--- config.mk ---
export PLATFORM = sky130hd
export DESIGN_NAME = positional_insert_list
export DESIGN_NICKNAME = d
export VERILOG_FILES = /design/src/rtl/pli_pkg.sv /design/src/rtl/pli_cell.sv /design/src/rtl/positional_insert_list.sv
export SDC_FILE = /design/constraint.sdc
export NUM_CORES = 1
export LEC_CHECK = 0
export ABC_AREA = 1
export BUFFER_PORTS_ARGS = -buffer_cell sky130_fd_sc_hd__buf_2
export CORE_MARGIN = 3
export CORE_UTILIZATION = 41
export DETAILED_ROUTE_END_ITERATION = 8
export PLACE_DENSITY = 0.58
export SLEW_MARGIN = 20
export SYNTH_ARGS = -nofsm -noshare
export SYNTH_HDL_FRONTEND = slang
export SYNTH_SLANG_ARGS = --single-unit
--- constraint.sdc ---
create_clock -name clk -period 6.6 [get_ports clk]
set_clock_uncertainty 0.15 [all_clocks]
set_input_delay 0.33 -clock clk [delete_from_list [all_inputs] [get_ports clk]]
set_output_delay 0.33 -clock clk [all_outputs]
set_load 0.02 [all_outputs]
--- src/rtl/pli_pkg.sv ---
package pli_pkg;

    localparam int DATA_W = 32;
    localparam int POS_W  = 5;
    localparam int STAT_W = 3;

    localparam logic FUNC_INSERT = 1'b0;
    localparam logic FUNC_READ   = 1'b1;

    localparam logic [STAT_W-1:0] ST_INSERTED = 3'd0;
    localparam logic [STAT_W-1:0] ST_RANGE    = 3'd1;
    localparam logic [STAT_W-1:0] ST_FULL     = 3'd2;
    localparam logic [STAT_W-1:0] ST_ENTRY    = 3'd3;
    localparam logic [STAT_W-1:0] ST_EMPTY    = 3'd4;

    typedef struct packed {
        logic                     func;
        logic signed [DATA_W-1:0] value;
        logic [POS_W-1:0]         position;
    } cmd_t;

    typedef struct packed {
        logic [STAT_W-1:0]        status;
        logic signed [DATA_W-1:0] entry_value;
        logic                     last;
    } rsp_t;

    typedef enum logic [1:0] {
        CELL_HOLD,
        CELL_INSERT,
        CELL_ROTATE
    } cell_op_t;

    typedef enum logic {
        S_IDLE,
        S_READ
    } state_t;

endpackage

--- src/rtl/pli_cell.sv ---
module pli_cell
    import pli_pkg::*;
#(
    parameter int AW  = 4,
    parameter int IDX = 0
)
(
    input  logic                     clk,
    input  cell_op_t                 op,
    input  logic [AW-1:0]            sel,
    input  logic signed [DATA_W-1:0] ins_value,
    input  logic signed [DATA_W-1:0] prev_value,
    input  logic signed [DATA_W-1:0] next_value,
    input  logic signed [DATA_W-1:0] head_value,
    output logic signed [DATA_W-1:0] value
);

    localparam logic [AW-1:0] MY_IDX = AW'(IDX);

    logic signed [DATA_W-1:0] value_reg;
    logic signed [DATA_W-1:0] value_next;

    // insert: the selected cell loads, cells behind it take from the front
    // rotate: cells up to the tail take from behind, the tail takes the head
    always_comb
    begin
        value_next = value_reg;
        case (op)
            CELL_INSERT:
            begin
                if (MY_IDX == sel)
                    value_next = ins_value;
                else if (MY_IDX > sel)
                    value_next = prev_value;
            end
            CELL_ROTATE:
            begin
                if (MY_IDX == sel)
                    value_next = head_value;
                else if (MY_IDX < sel)
                    value_next = next_value;
            end
            default:
            begin
                value_next = value_reg;
            end
        endcase
    end

    always_ff @(posedge clk)
    begin
        value_reg <= value_next;
    end

    assign value = value_reg;

endmodule

--- src/rtl/positional_insert_list.sv ---
// Ordered list of up to DEPTH signed values held in a chain of cells.
// An insert transaction leaves busy low, so inserts may be issued on
// consecutive cycles, and the status result is strobed on rsp_valid in the
// following cycle. A read-out transaction holds busy high while the chain
// steps the stored entries out of the head cell in order, because it
// rotates by one cell per cycle and the head cell is sent out each time; it
// ends with the list back in its original order. An empty read-out leaves
// busy low and yields one empty-status result. Each result is valid for
// exactly one cycle, in the cycle after the chain step that produced it;
// the receiver must take it then.
module positional_insert_list
    import pli_pkg::*;
#(
    parameter int DEPTH = 16
)
(
    input  logic clk,
    input  logic rst_n,
    input  logic start,
    input  cmd_t cmd,
    output logic busy,
    output rsp_t rsp,
    output logic rsp_valid
);

    localparam int AW = (DEPTH > 1) ? $clog2(DEPTH) : 1;
    localparam int CW = $clog2(DEPTH + 1);
    localparam int PW = (CW + 1 > POS_W + 1) ? CW + 1 : POS_W + 1;
    localparam logic [CW-1:0] FULL_COUNT = CW'(DEPTH);

    state_t        state_reg, state_next;
    logic [CW-1:0] count_reg, count_next;
    logic [CW-1:0] remain_reg, remain_next;
    rsp_t          rsp_reg, rsp_next;
    logic          rsp_valid_reg, rsp_valid_next;

    cell_op_t      cell_op;
    logic [AW-1:0] cell_sel;
    logic          accept;
    logic [PW-1:0] pos_ext;
    logic [PW-1:0] cnt_ext;
    logic          range_bad;
    logic [AW-1:0] slot;
    logic [AW-1:0] tail;

    logic signed [DATA_W-1:0] cell_value [DEPTH];
    logic signed [DATA_W-1:0] head;

    assign busy      = (state_reg == S_READ);
    assign accept    = start && !busy;
    assign pos_ext   = PW'(cmd.position);
    assign cnt_ext   = PW'(count_reg);
    assign range_bad = (cmd.position == '0) || (pos_ext > cnt_ext + PW'(1));
    assign slot      = AW'(pos_ext - PW'(1));
    assign tail      = AW'(count_reg - CW'(1));
    assign head      = cell_value[0];

    genvar i;
    generate
        for (i = 0; i < DEPTH; i++)
        begin : g_cell
            logic signed [DATA_W-1:0] prev_v;
            logic signed [DATA_W-1:0] next_v;
            if (i == 0)
            begin : g_first
                assign prev_v = cmd.value;
            end
            else
            begin : g_mid_prev
                assign prev_v = cell_value[i-1];
            end
            if (i == DEPTH - 1)
            begin : g_tail
                assign next_v = head;
            end
            else
            begin : g_mid_next
                assign next_v = cell_value[i+1];
            end
            pli_cell #(
                .AW  (AW),
                .IDX (i)
            ) u_cell (
                .clk        (clk),
                .op         (cell_op),
                .sel        (cell_sel),
                .ins_value  (cmd.value),
                .prev_value (prev_v),
                .next_value (next_v),
                .head_value (head),
                .value      (cell_value[i])
            );
        end
    endgenerate

    always_comb
    begin
        state_next     = state_reg;
        count_next     = count_reg;
        remain_next    = remain_reg;
        rsp_next       = '0;
        rsp_valid_next = 1'b0;
        cell_op        = CELL_HOLD;
        cell_sel       = '0;
        case (state_reg)
            S_IDLE:
            begin
                if (accept)
                begin
                    rsp_next.last = 1'b1;
                    if (cmd.func == FUNC_READ)
                    begin
                        if (count_reg == '0)
                        begin
                            rsp_next.status = ST_EMPTY;
                            rsp_valid_next  = 1'b1;
                        end
                        else
                        begin
                            state_next  = S_READ;
                            remain_next = count_reg;
                        end
                    end
                    else if (range_bad)
                    begin
                        rsp_next.status = ST_RANGE;
                        rsp_valid_next  = 1'b1;
                    end
                    else if (count_reg == FULL_COUNT)
                    begin
                        rsp_next.status = ST_FULL;
                        rsp_valid_next  = 1'b1;
                    end
                    else
                    begin
                        cell_op         = CELL_INSERT;
                        cell_sel        = slot;
                        count_next      = count_reg + CW'(1);
                        rsp_next.status = ST_INSERTED;
                        rsp_valid_next  = 1'b1;
                    end
                end
            end
            S_READ:
            begin
                cell_op              = CELL_ROTATE;
                cell_sel             = tail;
                rsp_next.status      = ST_ENTRY;
                rsp_next.entry_value = head;
                rsp_next.last        = (remain_reg == CW'(1));
                rsp_valid_next       = 1'b1;
                remain_next          = remain_reg - CW'(1);
                if (remain_reg == CW'(1))
                    state_next = S_IDLE;
            end
            default:
            begin
                state_next = S_IDLE;
            end
        endcase
    end

    always_ff @(posedge clk or negedge rst_n)
    begin
        if (!rst_n)
        begin
            state_reg     <= S_IDLE;
            count_reg     <= '0;
            remain_reg    <= '0;
            rsp_valid_reg <= 1'b0;
        end
        else
        begin
            state_reg     <= state_next;
            count_reg     <= count_next;
            remain_reg    <= remain_next;
            rsp_valid_reg <= rsp_valid_next;
        end
    end

    always_ff @(posedge clk)
    begin
        rsp_reg <= rsp_next;
    end

    assign rsp       = rsp_reg;
    assign rsp_valid = rsp_valid_reg;

    a_count_bound: assert property (@(posedge clk) disable iff (!rst_n)
        count_reg <= FULL_COUNT)
        else $error("entry count above depth");

    a_read_remain: assert property (@(posedge clk) disable iff (!rst_n)
        state_reg == S_READ |-> remain_reg != '0 && remain_reg <= count_reg)
        else $error("read-out counter out of range");

    a_insert_grows: assert property (@(posedge clk) disable iff (!rst_n)
        accept && cmd.func == FUNC_INSERT && !range_bad && count_reg != FULL_COUNT
        |=> count_reg == $past(count_reg) + CW'(1) && rsp_valid
            && rsp.status == ST_INSERTED)
        else $error("insert did not grow the list");

    a_last_entry_idle: assert property (@(posedge clk) disable iff (!rst_n)
        rsp_valid && rsp.status == ST_ENTRY && rsp.last |-> !busy)
        else $error("final entry sent while still reading");

    a_mid_entry_busy: assert property (@(posedge clk) disable iff (!rst_n)
        rsp_valid && rsp.status == ST_ENTRY && !rsp.last |-> busy)
        else $error("read-out ended early");

endmodule

# Word-level counts from Yosys, hierarchy flattened
# Cells that the tools add are included.
# W data, S select, Z words.
dict set report op_classes {
  n_reduce_logical 25
  bitwise_logic 4
  order_cmp 33
  addsub 5
  n_mux 111
  eq_ne 55
}
# op count
set ops {}
lappend ops {{$mux W32} 64}
lappend ops {{$pmux W32 S2} 16}
lappend ops {{$ne A3 B1 Y1 const B} 31}
lappend ops {{$reduce_and A3 Y1} 16}
lappend ops {{$eq A4 B4 Y1 const A} 8}
lappend ops {{$gt A4 B4 Y1 const A} 8}
lappend ops {{$lt A4 B4 Y1 const A} 8}
lappend ops {{$eq A3 B4 Y1 const A} 4}
lappend ops {{$gt A3 B4 Y1 const A} 4}
lappend ops {{$lt A3 B4 Y1 const A} 4}
lappend ops {{$mux W4} 4}
lappend ops {{$mux W5} 3}
lappend ops {{$mux W1} 12}
lappend ops {{$logic_not A5 Y1} 2}
lappend ops {{$pmux W5 S2} 1}
lappend ops {{$mux W3} 3}
lappend ops {{$eq A2 B4 Y1 const A} 2}
lappend ops {{$gt A1 B4 Y1 const A} 2}
lappend ops {{$gt A2 B4 Y1 const A} 2}
lappend ops {{$lt A1 B4 Y1 const A} 2}
lappend ops {{$lt A2 B4 Y1 const A} 2}
lappend ops {{$ne A2 B2 Y1 const B} 4}
lappend ops {{$pmux W4 S2} 1}
lappend ops {{$sub A4 B1 Y4 const B} 2}
lappend ops {{22 further kinds} 28}
dict set report word_totals {
  wordCells 256
  input_bits 41
  output_inout_bits 38
  regBits 560
}

# Longest topological paths before layout
# Gate-level depths: netlist of run 1.
dict set report logic_depth {
  depth_word 11
  mapped_depth 22
  mapped_depth_nobuf 20
}

# Cells and area by module
# A second synthesis of run 1 with hierarchy kept.
dict set report hier_totals {
  hier_cells 6937
  area_unflattened_um2 45001.9
}
# mod n_inst seq_area_each_um2 area_per_inst_um2 cells_each
set modules_own_cells {}
lappend modules_own_cells {{pli_cell (g_cell[13].u_cell)} 1 960.9 2820.2 423}
lappend modules_own_cells {{pli_cell (g_cell[2].u_cell)} 1 960.9 2737.6 421}
lappend modules_own_cells {{pli_cell (g_cell[7].u_cell)} 1 960.9 2711.4 421}
lappend modules_own_cells {{pli_cell (g_cell[10].u_cell)} 1 960.9 2703.8 423}
lappend modules_own_cells {{pli_cell (g_cell[4].u_cell)} 1 960.9 2702.6 423}
lappend modules_own_cells {{pli_cell (g_cell[11].u_cell)} 1 960.9 2698.8 422}
lappend modules_own_cells {{pli_cell (g_cell[9].u_cell)} 1 960.9 2687.6 423}
lappend modules_own_cells {{pli_cell (g_cell[14].u_cell)} 1 960.9 2677.6 423}
lappend modules_own_cells {{pli_cell (g_cell[5].u_cell)} 1 960.9 2676.3 392}
lappend modules_own_cells {{pli_cell (g_cell[8].u_cell)} 1 960.9 2675.1 422}
lappend modules_own_cells {{pli_cell (g_cell[1].u_cell)} 1 960.9 2671.3 422}
lappend modules_own_cells {{pli_cell (g_cell[3].u_cell)} 1 960.9 2670.1 421}
lappend modules_own_cells {{pli_cell (g_cell[0].u_cell)} 1 960.9 2666.3 387}
lappend modules_own_cells {{pli_cell (g_cell[6].u_cell)} 1 960.9 2655.0 422}
lappend modules_own_cells {{+3 rows} -- -- -- --}

# Least setup slack after synthesis of run 1
# Ideal clock, no wire load.
dict set report synth_timing {
  path_kind {register -> register}
  startpoint {register count_reg[1]}
  endpoint {register g_cell[2].u_cell.value_reg[0] (enable)}
  n_path_buf 1
  setup_ns 0.461
  arrival_ns 4.398
  required_time_ns 5.989
  setup_slack_ns 1.591
  period_less_slack_ns 5.009
  path_stages_with_launch 17
  cell_sequence {dfrtp_1 > ha_1 > nand3_1 > xor2_1 > inv_1 > ha_1 > nand3_1 > o21ai_2 > inv_2 > nand2_2 > nand4_2 > buf_2 > nor2_1 > nor2_4 > nand2_1 > nor2_1 > nor3_1}
}
dict set report synth_between {
  elab_chain_len 10
  elab_cells_between_ends 24
  classes_between {add/sub (2); order compare (3); eq/ne (6); mux (10); reduce/logical (3)}
}
# item line_no
set synth_rtl {}
lappend synth_rtl {{start: declaration} positional_insert_list.sv:32} ;# logic [CW-1:0] count_reg, count_next;
lappend synth_rtl {{start signal: assignment} positional_insert_list.sv:175} ;# count_reg <= count_next;
lappend synth_rtl {{$add A5 B1 Y6} positional_insert_list.sv:53} ;# assign range_bad = (cmd.position == '0) || (pos_ext > cnt_ext + PW'(1));
lappend synth_rtl {{$gt A5 B6 Y1} positional_insert_list.sv:53}
lappend synth_rtl {{$logic_or A1 B1 Y1} positional_insert_list.sv:53}
lappend synth_rtl {{$mux W4 / $mux W1 (equally long branches)} positional_insert_list.sv:124} ;# else if (range_bad)
lappend synth_rtl {{$mux W4 / $mux W1 (equally long branches)} positional_insert_list.sv:111} ;# if (cmd.func == FUNC_READ)
lappend synth_rtl {{$mux W4 / $mux W1 (equally long branches)} positional_insert_list.sv:108} ;# if (accept)
lappend synth_rtl {{$pmux W4 S2 / $pmux W2 S2 (equally long branches)} positional_insert_list.sv:105} ;# case (state_reg)
lappend synth_rtl {{$lt A2 B4 Y1 (tied with other cells)} pli_cell.sv:40} ;# else if (MY_IDX < sel)
lappend synth_rtl {{$ne A3 B1 Y1 (no line) / $reduce_bool A2 Y1 (equally long branches)} --}
lappend synth_rtl {{$reduce_and A3 Y1 (no line) (*)} --}
lappend synth_rtl {{end signal: assignment} pli_cell.sv:52} ;# value_reg <= value_next;
lappend synth_rtl {{end: declaration} pli_cell.sv:20} ;# logic signed [DATA_W-1:0] value_reg;
# Mark *: on every way between the ends. The rest lies on a longest branch, timed or not.
# A chain may end at the register's enable or synchronous reset.

# Worst setup path after layout of run 1
dict set report layout_timing {
  startpoint {register count_reg[0]}
  endpoint {register g_cell[15].u_cell.value_reg[23] (enable)}
}
dict set report layout_between {
  elab_cells_between_ends 24
  classes_between {add/sub (2); order compare (3); eq/ne (6); mux (10); reduce/logical (3)}
}
# item line_no
set layout_lines {}
lappend layout_lines {{$sub A4 B1 Y4 (*)} positional_insert_list.sv:55} ;# assign tail = AW'(count_reg - CW'(1));
lappend layout_lines {{named net tail[0]} positional_insert_list.sv:44} ;# logic [AW-1:0] tail;
lappend layout_lines {{$pmux W4 S2 (*)} positional_insert_list.sv:105}
lappend layout_lines {{$lt A4 B4 Y1 (tied with other cells)} pli_cell.sv:40}
lappend layout_lines {{$ne A3 B1 Y1 (no line)} --}
lappend layout_lines {{$reduce_and A3 Y1 (no line) (*)} --}
lappend layout_lines {{end signal: assignment} pli_cell.sv:52}
lappend layout_lines {{end: declaration} pli_cell.sv:20}
# Mark *: on every way through the listed nets, which the timed path passes. The rest lies on a longest branch.

==> results of run 1 <==
[metal layers]
layer | share of wire | global-route usage
met5 | 0 | 0
met4 | 0.025 | 0.0638
met3 | 0.060 | 0.0242
met2 | 0.48 | 0.385
met1 | 0.44 | 0.317
[cell families (layout without fill, tap and decap cells)]
| kind of cell | after synthesis | in the layout | synth area share |
|---|---|---|---|
| buf+inv | 560 | 560 | 0.0759 |
| mux | 64 | 64 | 0.0215 |
| fa+ha+maj | 10 | 10 | 0.00421 |
| xor+xnor | 7 | 7 | 0.00206 |
| compound gates | 616 | 616 | 0.105 |
| simple gates | 1790 | 1790 | 0.240 |
| flops | 560 | 560 | 0.551 |
[layout make-up]
type	count	area (um2)
Timing Repair Buffer	155	1110
Sequential cell	560	16400
Clock inverter	25	109
Inverter	296	1120
Fill cell	7185	38900
Tap cell	950	1190
Multi-Input combinational cell	2487	11200
Clock buffer	84	1670
[synthesized netlist by cell type (6+ instances only)]
master,number,area share
xor2_1,6,0.0018
o21ai_0,502,0.084
inv_2,9,0.0011
nand2_1,1527,0.19
buf_2,86,0.014
edfxtp_1,512,0.52
inv_1,287,0.036
o21ai_1,93,0.016
clkbuf_1,149,0.019
dfrtp_1,12,0.010
nand4_1,37,0.0078
dfxtp_1,36,0.024
buf_1,15,0.0019
nand3_1,180,0.030
ha_1,10,0.0042
a21oi_1,9,0.0015
nor2_1,25,0.0032
buf_4,10,0.0025
mux2i_1,64,0.022
[how the worst max path moves through the flow]
stage | to | cells past startpoint | slack, ns
after global placement | g_cell[10].u_cell.value[3] | 21 | 1.71
after detailed placement | g_cell[10].u_cell.value[3] | 21 | 1.71
after floorplan | g_cell[2].u_cell.value[0] | 16 | 1.59
after CTS | g_cell[10].u_cell.value[17] | 21 | 1.69
final | g_cell[15].u_cell.value[23] | 17 | 1.63
after global routing | g_cell[10].u_cell.value[18] | 21 | 1.32
[cell usage in the layout, fill, tap and decap left out, drive strengths merged]
master	instances
nand3	186
xnor2	1
o211ai	2
mux2i	64
a32o	1
a31oi	1
edfxtp	512
nor2	31
nor3	4
inv	296
clkbuf	84
o21ai	596
o31ai	2
o21bai	1
clkinv	25
dfrtp	12
o22ai	2
a21boi	1
buf	118
nand4	38
dlygate4sd3	37
xor2	6
ha	10
nand2	1531
dfxtp	36
a21oi	10
[metrics by stage]
step / std cells / util
finish: 4557 / 0.458
global route: 4557 / 0.458
detailed placement: 4411 / 0.428
global placement: 4410 / 0.428
floorplan: 3607 / -
CTS: 4557 / 0.458
[critical path, cell delays in order, from the launching register on]
cell	delay (ns)
dfrtp_1	0.40
inv_1	0.19
ha_1	0.29
inv_1	0.08
ha_1	0.24
nand2_1	0.07
nand2_1	0.05
nand2_1	0.05
nand2_1	0.04
nand2_1	0.06
nand2_1	0.07
nand2_2	0.09
nand4_2	0.07
buf_4	0.23
o21bai_4	0.73
nand3_4	0.64
nand2_2	0.63
buf_4	0.46
==> out/metrics.yaml, run 1 <==
drt:
  routedWlPerCell_um: 19.3
  post_drt_via_cell_ratio: 5.31
  drc: 0
  drt_pass1_iterations: 6
  drt_iter0_drc: 2494
  vias: 24200
  postRouteAntennaNets: 0
  wirelength_mm: 87.9
clock_tree:
  cts.clk_slew.worst_paths_ns: 0.06
  hold_buffers: 37
  cts_buffers: 59
  clk_latency_ns: 0.63
  cts_setup_buffers: 0
  cts_sinks: 560
  tritoncts: "built"
  ctsResizeCount: 0
  clock_tree.buffer_depth: 3
  cts_max_level: 2
  clock-root-buffer: "clkbuf_16"
placement:
  dp_slack_ns: 1.71
  finalWeightedCongestion: 0.850
  portBuffers: 78
  placed_area_um2: 30700
  dp_hpwl_mm: 55.6
synthesis:
  synth_nets: 3658
  syn_area_per_cell_um2: 8.25
  syn_inst: 3607
  synth_flop_cell: "edfxtp_1"
  yosysSeqAreaShare: 0.551
  async_flop_share: 0.0214
  syn_area_um2: 29800
  yosysWarningCount: 0
  ys_ff_latch: 560
  synth_cell_types: 38
  synth-edff-count: 512
global_routing:
  grt_use_total: 0.230
  grt_pass1_vias: 23700
  grt_pass1_wl_mm: 136
  grt_max_degree: 162
  grt_overflow: 0
  antenna_found_initial: 0
sta:
  rsz0062_at_grt: "no"
  hold_ws_ns: 0.274
  fin_ws_ns: 1.63
  setup_violations: 0
  drv_slew: 0
  relSlewSlack: 0.254
  max_freq_ghz: 0.201
  hold_viol: 0
  fin_crit_ns: 4.97
  fin_crit_sh: 0.753
  tightest_slew_ns: 1.12
  timing.setup.tns_ns: 0
worst_hold_path:
  hold_path_end: "rsp[34]"
  min_path_type: "in2reg"
  hold_start: "cmd[4]"
  hold_path_depth: 7
cells_and_area:
  syn_to_final_growth_pct: 10.4
  largest_register_ffs: 512
  final_layout_size_suffix_gt1_frac: 0.0693
  design_area_um2: 32800
  n_antenna_cell: 0
  nets: 3610
floorplanning:
  die-area_um2: 75800
  die_w_um: 275
  row_count: 98
  core-area_um2: 71700
  ios: 79
  chipHeight_um: 275
  start_util: 0.415
run:
  drv_cap: 0
setup_path:
  reg2reg_from: "count_reg[0]"
  critPathCaptureType: "flop"
  critical_path_required_ns: 6.73
  worstPathMaxFanout: 34
  crit_type: "reg2reg"
  reg2reg_to: "g_cell[15].u_cell.value[23]"
  arrival_ns: 5.09
  rrSetupSlack_ns: 1.63
  rr_worst_depth: 17
  cp-start-kind: "flop"
  worstSetupStartpoint: "count_reg[0]"
outcome:
  status: "complete, no violations"
Power of run 1 is left out: the tool's default activity adds up to more than one toggle a clock period on the data nets, which glitch-free logic cannot reach.
==> run 2, diff against run 1 <==
PLACE_DENSITY = 0.6   (was 0.58)
clock period = 4.5 ns   (was 6.6 ns; I/O delays follow)
==> out/metrics.yaml, run 2 (synthesis gave the netlist of run 1 again) <==
setup_path:
  arrival_ns: 4.25  # -0.84 ns
  worstSetupStartpoint: "count_reg[0]"
  rr_worst_depth: 17  # unchanged
  rrSetupSlack_ns: 0.43  # -1.20 ns
  crit_type: "reg2reg"
  critPathCaptureType: "flop"
  reg2reg_to: "g_cell[4].u_cell.value[11]"
  critical_path_required_ns: 4.68  # -2.05 ns
  endpoint: "g_cell[4].u_cell.value[11]"
  cp-start-kind: "flop"
  worstPathMaxFanout: 48  # +41%
  reg2reg_from: "count_reg[0]"
clock_tree:
  clock-root-buffer: "clkbuf_16"
  cts.clk_slew.worst_paths_ns: 0.06  # about the same
  cts_setup_buffers: 0  # unchanged
  ctsResizeCount: 0  # unchanged
  tritoncts: "built"
  cts_sinks: 560  # unchanged
  cts_buffers: 59  # unchanged
  clk_latency_ns: 0.62  # about the same
  hold_buffers: 37  # unchanged
  cts_max_level: 2  # unchanged
  clock_tree.buffer_depth: 3  # unchanged
drt:
  vias: 24500  # +1.4%
  drt_iter0_drc: 2575  # +3.2%
  drt_pass1_iterations: 5  # -1
  routedWlPerCell_um: 19.4  # +0.78%
  post_drt_via_cell_ratio: 5.36  # +0.88%
  wirelength_mm: 89.1  # +1.3%
  drc: 0  # unchanged
  postRouteAntennaNets: 0  # unchanged
cells_and_area:
  n_antenna_cell: 0  # unchanged
  final_cell_mix: "nand2_1 (1515), edfxtp_1 (512), o21ai_0 (501), inv_1 (286), nand3_1 (178)"
  final_layout_size_suffix_gt1_frac: 0.0744  # +0.00509
  fillers: 7110  # -1.0%
  multi_input_area_um2: 11200  # about the same
  nets: 3633  # +0.64%
  seqCellArea_um2: 16400  # unchanged
  largest_register_ffs: 512  # unchanged
  syn_to_final_growth_pct: 11.3
  final_common_cell: "nand2_1"
floorplanning:
  core-area_um2: 71700  # unchanged
  die-area_um2: 75800  # unchanged
  chipHeight_um: 275  # unchanged
  start_util: 0.415  # unchanged
  die_w_um: 275  # unchanged
  row_count: 98  # unchanged
  ios: 79  # unchanged
sta:
  tightest_slew_ns: 1.11  # -0.00637 ns
  hold_viol: 0  # unchanged
  setup_violations: 0  # unchanged
  drv_slew: 0  # unchanged
  relSlewSlack: 0.258  # +0.00425
  timing.setup.tns_ns: 0  # unchanged
  fin_crit_ns: 4.07  # -0.896 ns
  fin_crit_sh: 0.905  # +0.152
  rsz0062_at_grt: "no"
  max_freq_ghz: 0.246  # +22%
global_routing:
  grt_pass1_vias: 23500  # -0.57%
  antenna_found_initial: 0  # unchanged
  grt_use_total: 0.232  # +0.00176
  grt_pass1_wl_mm: 136  # +0.17%
  grt_overflow: 0  # unchanged
  grt_max_degree: 199  # +23%
worst_hold_path:
  min_path_type: "in2reg"
  hold_path_depth: 7  # unchanged
run:
  drv_cap: 0  # unchanged
placement:
  portBuffers: 78  # unchanged
  finalWeightedCongestion: 0.850  # about the same
  dp_hpwl_mm: 56.8  # +2.2%
outcome:
  status: "complete, no violations"
## run 2: cell types whose count changed in the layout (fill, tap and decap cells not counted), moves of 3 or more
cell / delta
clkbuf_8: -4
buf_4: +13
buf_12: +10
clkbuf_1: +3
## run 2: through the flow
step	area [um2]	cells	utilization	worst slack [ns]	hold slack (ns)
final	33100	4579	0.462	0.428	0.129
after global routing	33100	4579	0.462	0.130	0.240
after CTS	33100	4579	0.462	0.514	0.117
after detailed placement	31000	4434	0.432	0.534	-0.0225
after global placement	31000	4434	0.432	0.603	-0.0234
after floorplan	29800	3607	-	0.104	-0.221
## run 2: metal layers
metal / track usage / vias up / share of wire
li1: - / 11800 / -
met1: 0.305 / 11700 / 0.42
met2: 0.402 / 890 / 0.49
met3: 0.0235 / 159 / 0.062
met4: 0.0734 / 0 / 0.029
met5: 0 / - / 0
## run 2: area by class of cell
cell class,count,area share
Sequential cell,560,0.495
Tap cell,950,0.0359
Clock buffer,81,0.0477
Clock inverter,27,0.00518
Timing Repair Buffer,178,0.0425
Inverter,296,0.0338
Multi-Input combinational cell,2487,0.340
## run 2: how the worst min path moves through the flow
stage,startpoint,to,slack (ns)
floorplan,rst_n,busy,-0.22
global placement,rst_n,rsp_valid,-0.02
detailed placement,rst_n,rsp_valid,-0.02
CTS,cmd[4],rsp[34],0.12
global route,cmd[4],rsp[34],0.24
finish,cmd[4],rsp[34],0.13
## run 2: worst max-delay path: stages (launching register included)
cell,delay (ns)
dfrtp_1,0.40
inv_1,0.19
ha_1,0.28
inv_1,0.10
ha_1,0.25
nand2_1,0.07
nand2_1,0.05
nand2_1,0.05
nand2_1,0.04
nand2_1,0.05
nand2_1,0.07
nand2_2,0.09
nand4_2,0.30
o21bai_4,0.34
nor2_1,0.17
nand2_2,0.41
buf_4,0.56
o21ai_0,0.17
Power of run 2 is left out for the same reason.
==> run 3, diff against run 2 <==
REMOVE_ABC_BUFFERS = 1   (was unset)
==> out/metrics.yaml, run 3 (synthesis gave the netlist of run 1 again) <==
setup_path:
  worstPathMaxFanout: 17  # -65%
  crit_type: "reg2reg"
  rr_worst_depth: 17  # unchanged
  cp-start-kind: "flop"
  arrival_ns: 4.19  # -0.06 ns
  rrSetupSlack_ns: 0.44  # +0.02 ns
  critPathCaptureType: "flop"
  reg2reg_from: "count_reg[0]"
  reg2reg_to: "g_cell[3].u_cell.value[31]"
  critical_path_required_ns: 4.64  # -0.04 ns
cells_and_area:
  nets: 3652  # +0.52%
  final_util: 0.469  # +0.00773
  syn_to_final_growth_pct: 13.1
  final_cell_mix: "nand2_1 (1515), edfxtp_1 (512), o21ai_0 (501), inv_1 (286), nand3_1 (178)"
  final_common_cell: "nand2_1"
  fillers: 6953  # -2.2%
  design_area_um2: 33700  # +1.7%
  final_layout_size_suffix_gt1_frac: 0.0826  # +0.00820
  n_antenna_cell: 0  # unchanged
  largest_register_ffs: 512  # unchanged
clock_tree:
  cts_sinks: 560  # unchanged
  cts_setup_buffers: 0  # unchanged
  cts_max_level: 3  # +1
  clk_latency_ns: 0.61  # about the same
  clock_tree.buffer_depth: 3  # unchanged
  clock-root-buffer: "clkbuf_16"
  cts.clk_slew.worst_paths_ns: 0.05  # about the same
  ctsResizeCount: 0  # unchanged
  tritoncts: "built"
  cts_buffers: 68  # +15%
placement:
  portBuffers: 78  # unchanged
  dp_hpwl_mm: 54.0  # -4.9%
  finalWeightedCongestion: 0.851  # +0.12%
  placed_area_um2: 31100  # +0.30%
global_routing:
  grt_overflow: 0  # unchanged
  grt_pass1_wl_mm: 137  # +0.61%
  antenna_found_initial: 3  # +3
  grt_use_total: 0.235  # +0.00308
  grt_max_degree: 176  # -12%
  grt_pass1_vias: 23100  # -1.7%
sta:
  timing.setup.tns_ns: 0  # unchanged
  max_freq_ghz: 0.247  # +0.42%
  tightest_slew_ns: 0.964  # -0.149 ns
  relSlewSlack: 0.357  # +0.0990
  hold_ws_ns: 0.301  # +0.172 ns
  drv_slew: 0  # unchanged
  fin_crit_ns: 4.06  # -0.0171 ns
  hold_viol: 0  # unchanged
  fin_crit_sh: 0.901  # -0.00380
  setup_violations: 0  # unchanged
  rsz0062_at_grt: "no"
drt:
  wirelength_mm: 89.6  # +0.61%
  vias: 24500  # -0.098%
  routedWlPerCell_um: 19.5  # about the same
  drt_iter0_drc: 2704  # +5.0%
  drt_pass1_iterations: 8  # +3
  postRouteAntennaNets: 0  # unchanged
  post_drt_via_cell_ratio: 5.32  # -0.68%
  drc: 0  # unchanged
worst_hold_path:
  min_path_type: "in2reg"
  hold_path_end: "rsp[34]"
  hold_path_depth: 7  # unchanged
  hold_start: "cmd[4]"
floorplanning:
  core-area_um2: 71700  # unchanged
  die-area_um2: 75800  # unchanged
  start_util: 0.415  # unchanged
  die_w_um: 275  # unchanged
  ios: 79  # unchanged
  row_count: 98  # unchanged
  chipHeight_um: 275  # unchanged
outcome:
  status: "complete, no violations"
run:
  drv_cap: 0  # unchanged
## run 3: cell types whose count changed in the layout (fill, tap and decap cells not counted), moves of 2 or more
cell       previous run  this run
clkbuf_8              2         5
clkinv_1             15         9
clkinv_4              0         2
buf_4                49        57
clkbuf_16            59        72
bufinv_16             2         4
buf_12               14        16
## run 3: repair_timing
item | 4_1_cts | 5_1_grt
hold buffers | 37 | 0
setup endpoints to repair | 0 | 0
hold endpoints to repair | 151 | 0
## run 3: worst max path at each step
stage / from / to / slack (ns) / cells after the start
after global routing: count_reg[1] / g_cell[13].u_cell.value[15] / 0.15 / 16
after CTS: count_reg[0] / g_cell[3].u_cell.value[22] / 0.43 / 16
after global placement: count_reg[1] / g_cell[3].u_cell.value[23] / 0.41 / 16
after floorplan: busy / g_cell[9].u_cell.value[0] / -20.84 / 6
final: count_reg[0] / g_cell[3].u_cell.value[31] / 0.44 / 17
after detailed placement: count_reg[0] / g_cell[3].u_cell.value[20] / 0.46 / 16
## run 3: metal layers
metal	vias up	track usage	part of all wire
met5	-	0	0.00031
met2	982	0.368	0.45
met3	126	0.0369	0.078
met4	6	0.0731	0.026
met1	11500	0.335	0.44
li1	11900	-	-
## run 3: area by class of cell
class                   count  area [um2]  share of cell area
flip-flops and latches    560       16400               0.487
repair buffers            188        1510              0.0448
well taps                 950        1190              0.0353
clock inverters            27         262             0.00777
inverters                 296        1120              0.0332
multi-input cells        2487       11200               0.334
clock buffers              98        1950              0.0579
## run 3: stage by stage
step / setup slack (ns) / cells
floorplan: -20.84 / 3343
global placement: 0.414 / 4444
detailed placement: 0.459 / 4444
CTS: 0.433 / 4606
global route: 0.149 / 4606
finish: 0.445 / 4606
## run 3: worst max-delay path, stage by stage, from the launching register on
cell and delay [ns]:
dfrtp_1 0.38, inv_1 0.15, ha_1 0.33, inv_1 0.05
ha_1 0.29, nand2_1 0.06, nand2_1 0.05, nand2_1 0.04
nand2_1 0.05, nand2_1 0.04, nand2_1 0.08, nand2_2 0.09
nand4_1 0.10, nand2_2 0.17, nor2_2 0.36, o21ai_0 0.28
a21oi_4 0.80, buf_12 0.28
Power of run 3 is left out for the same reason.
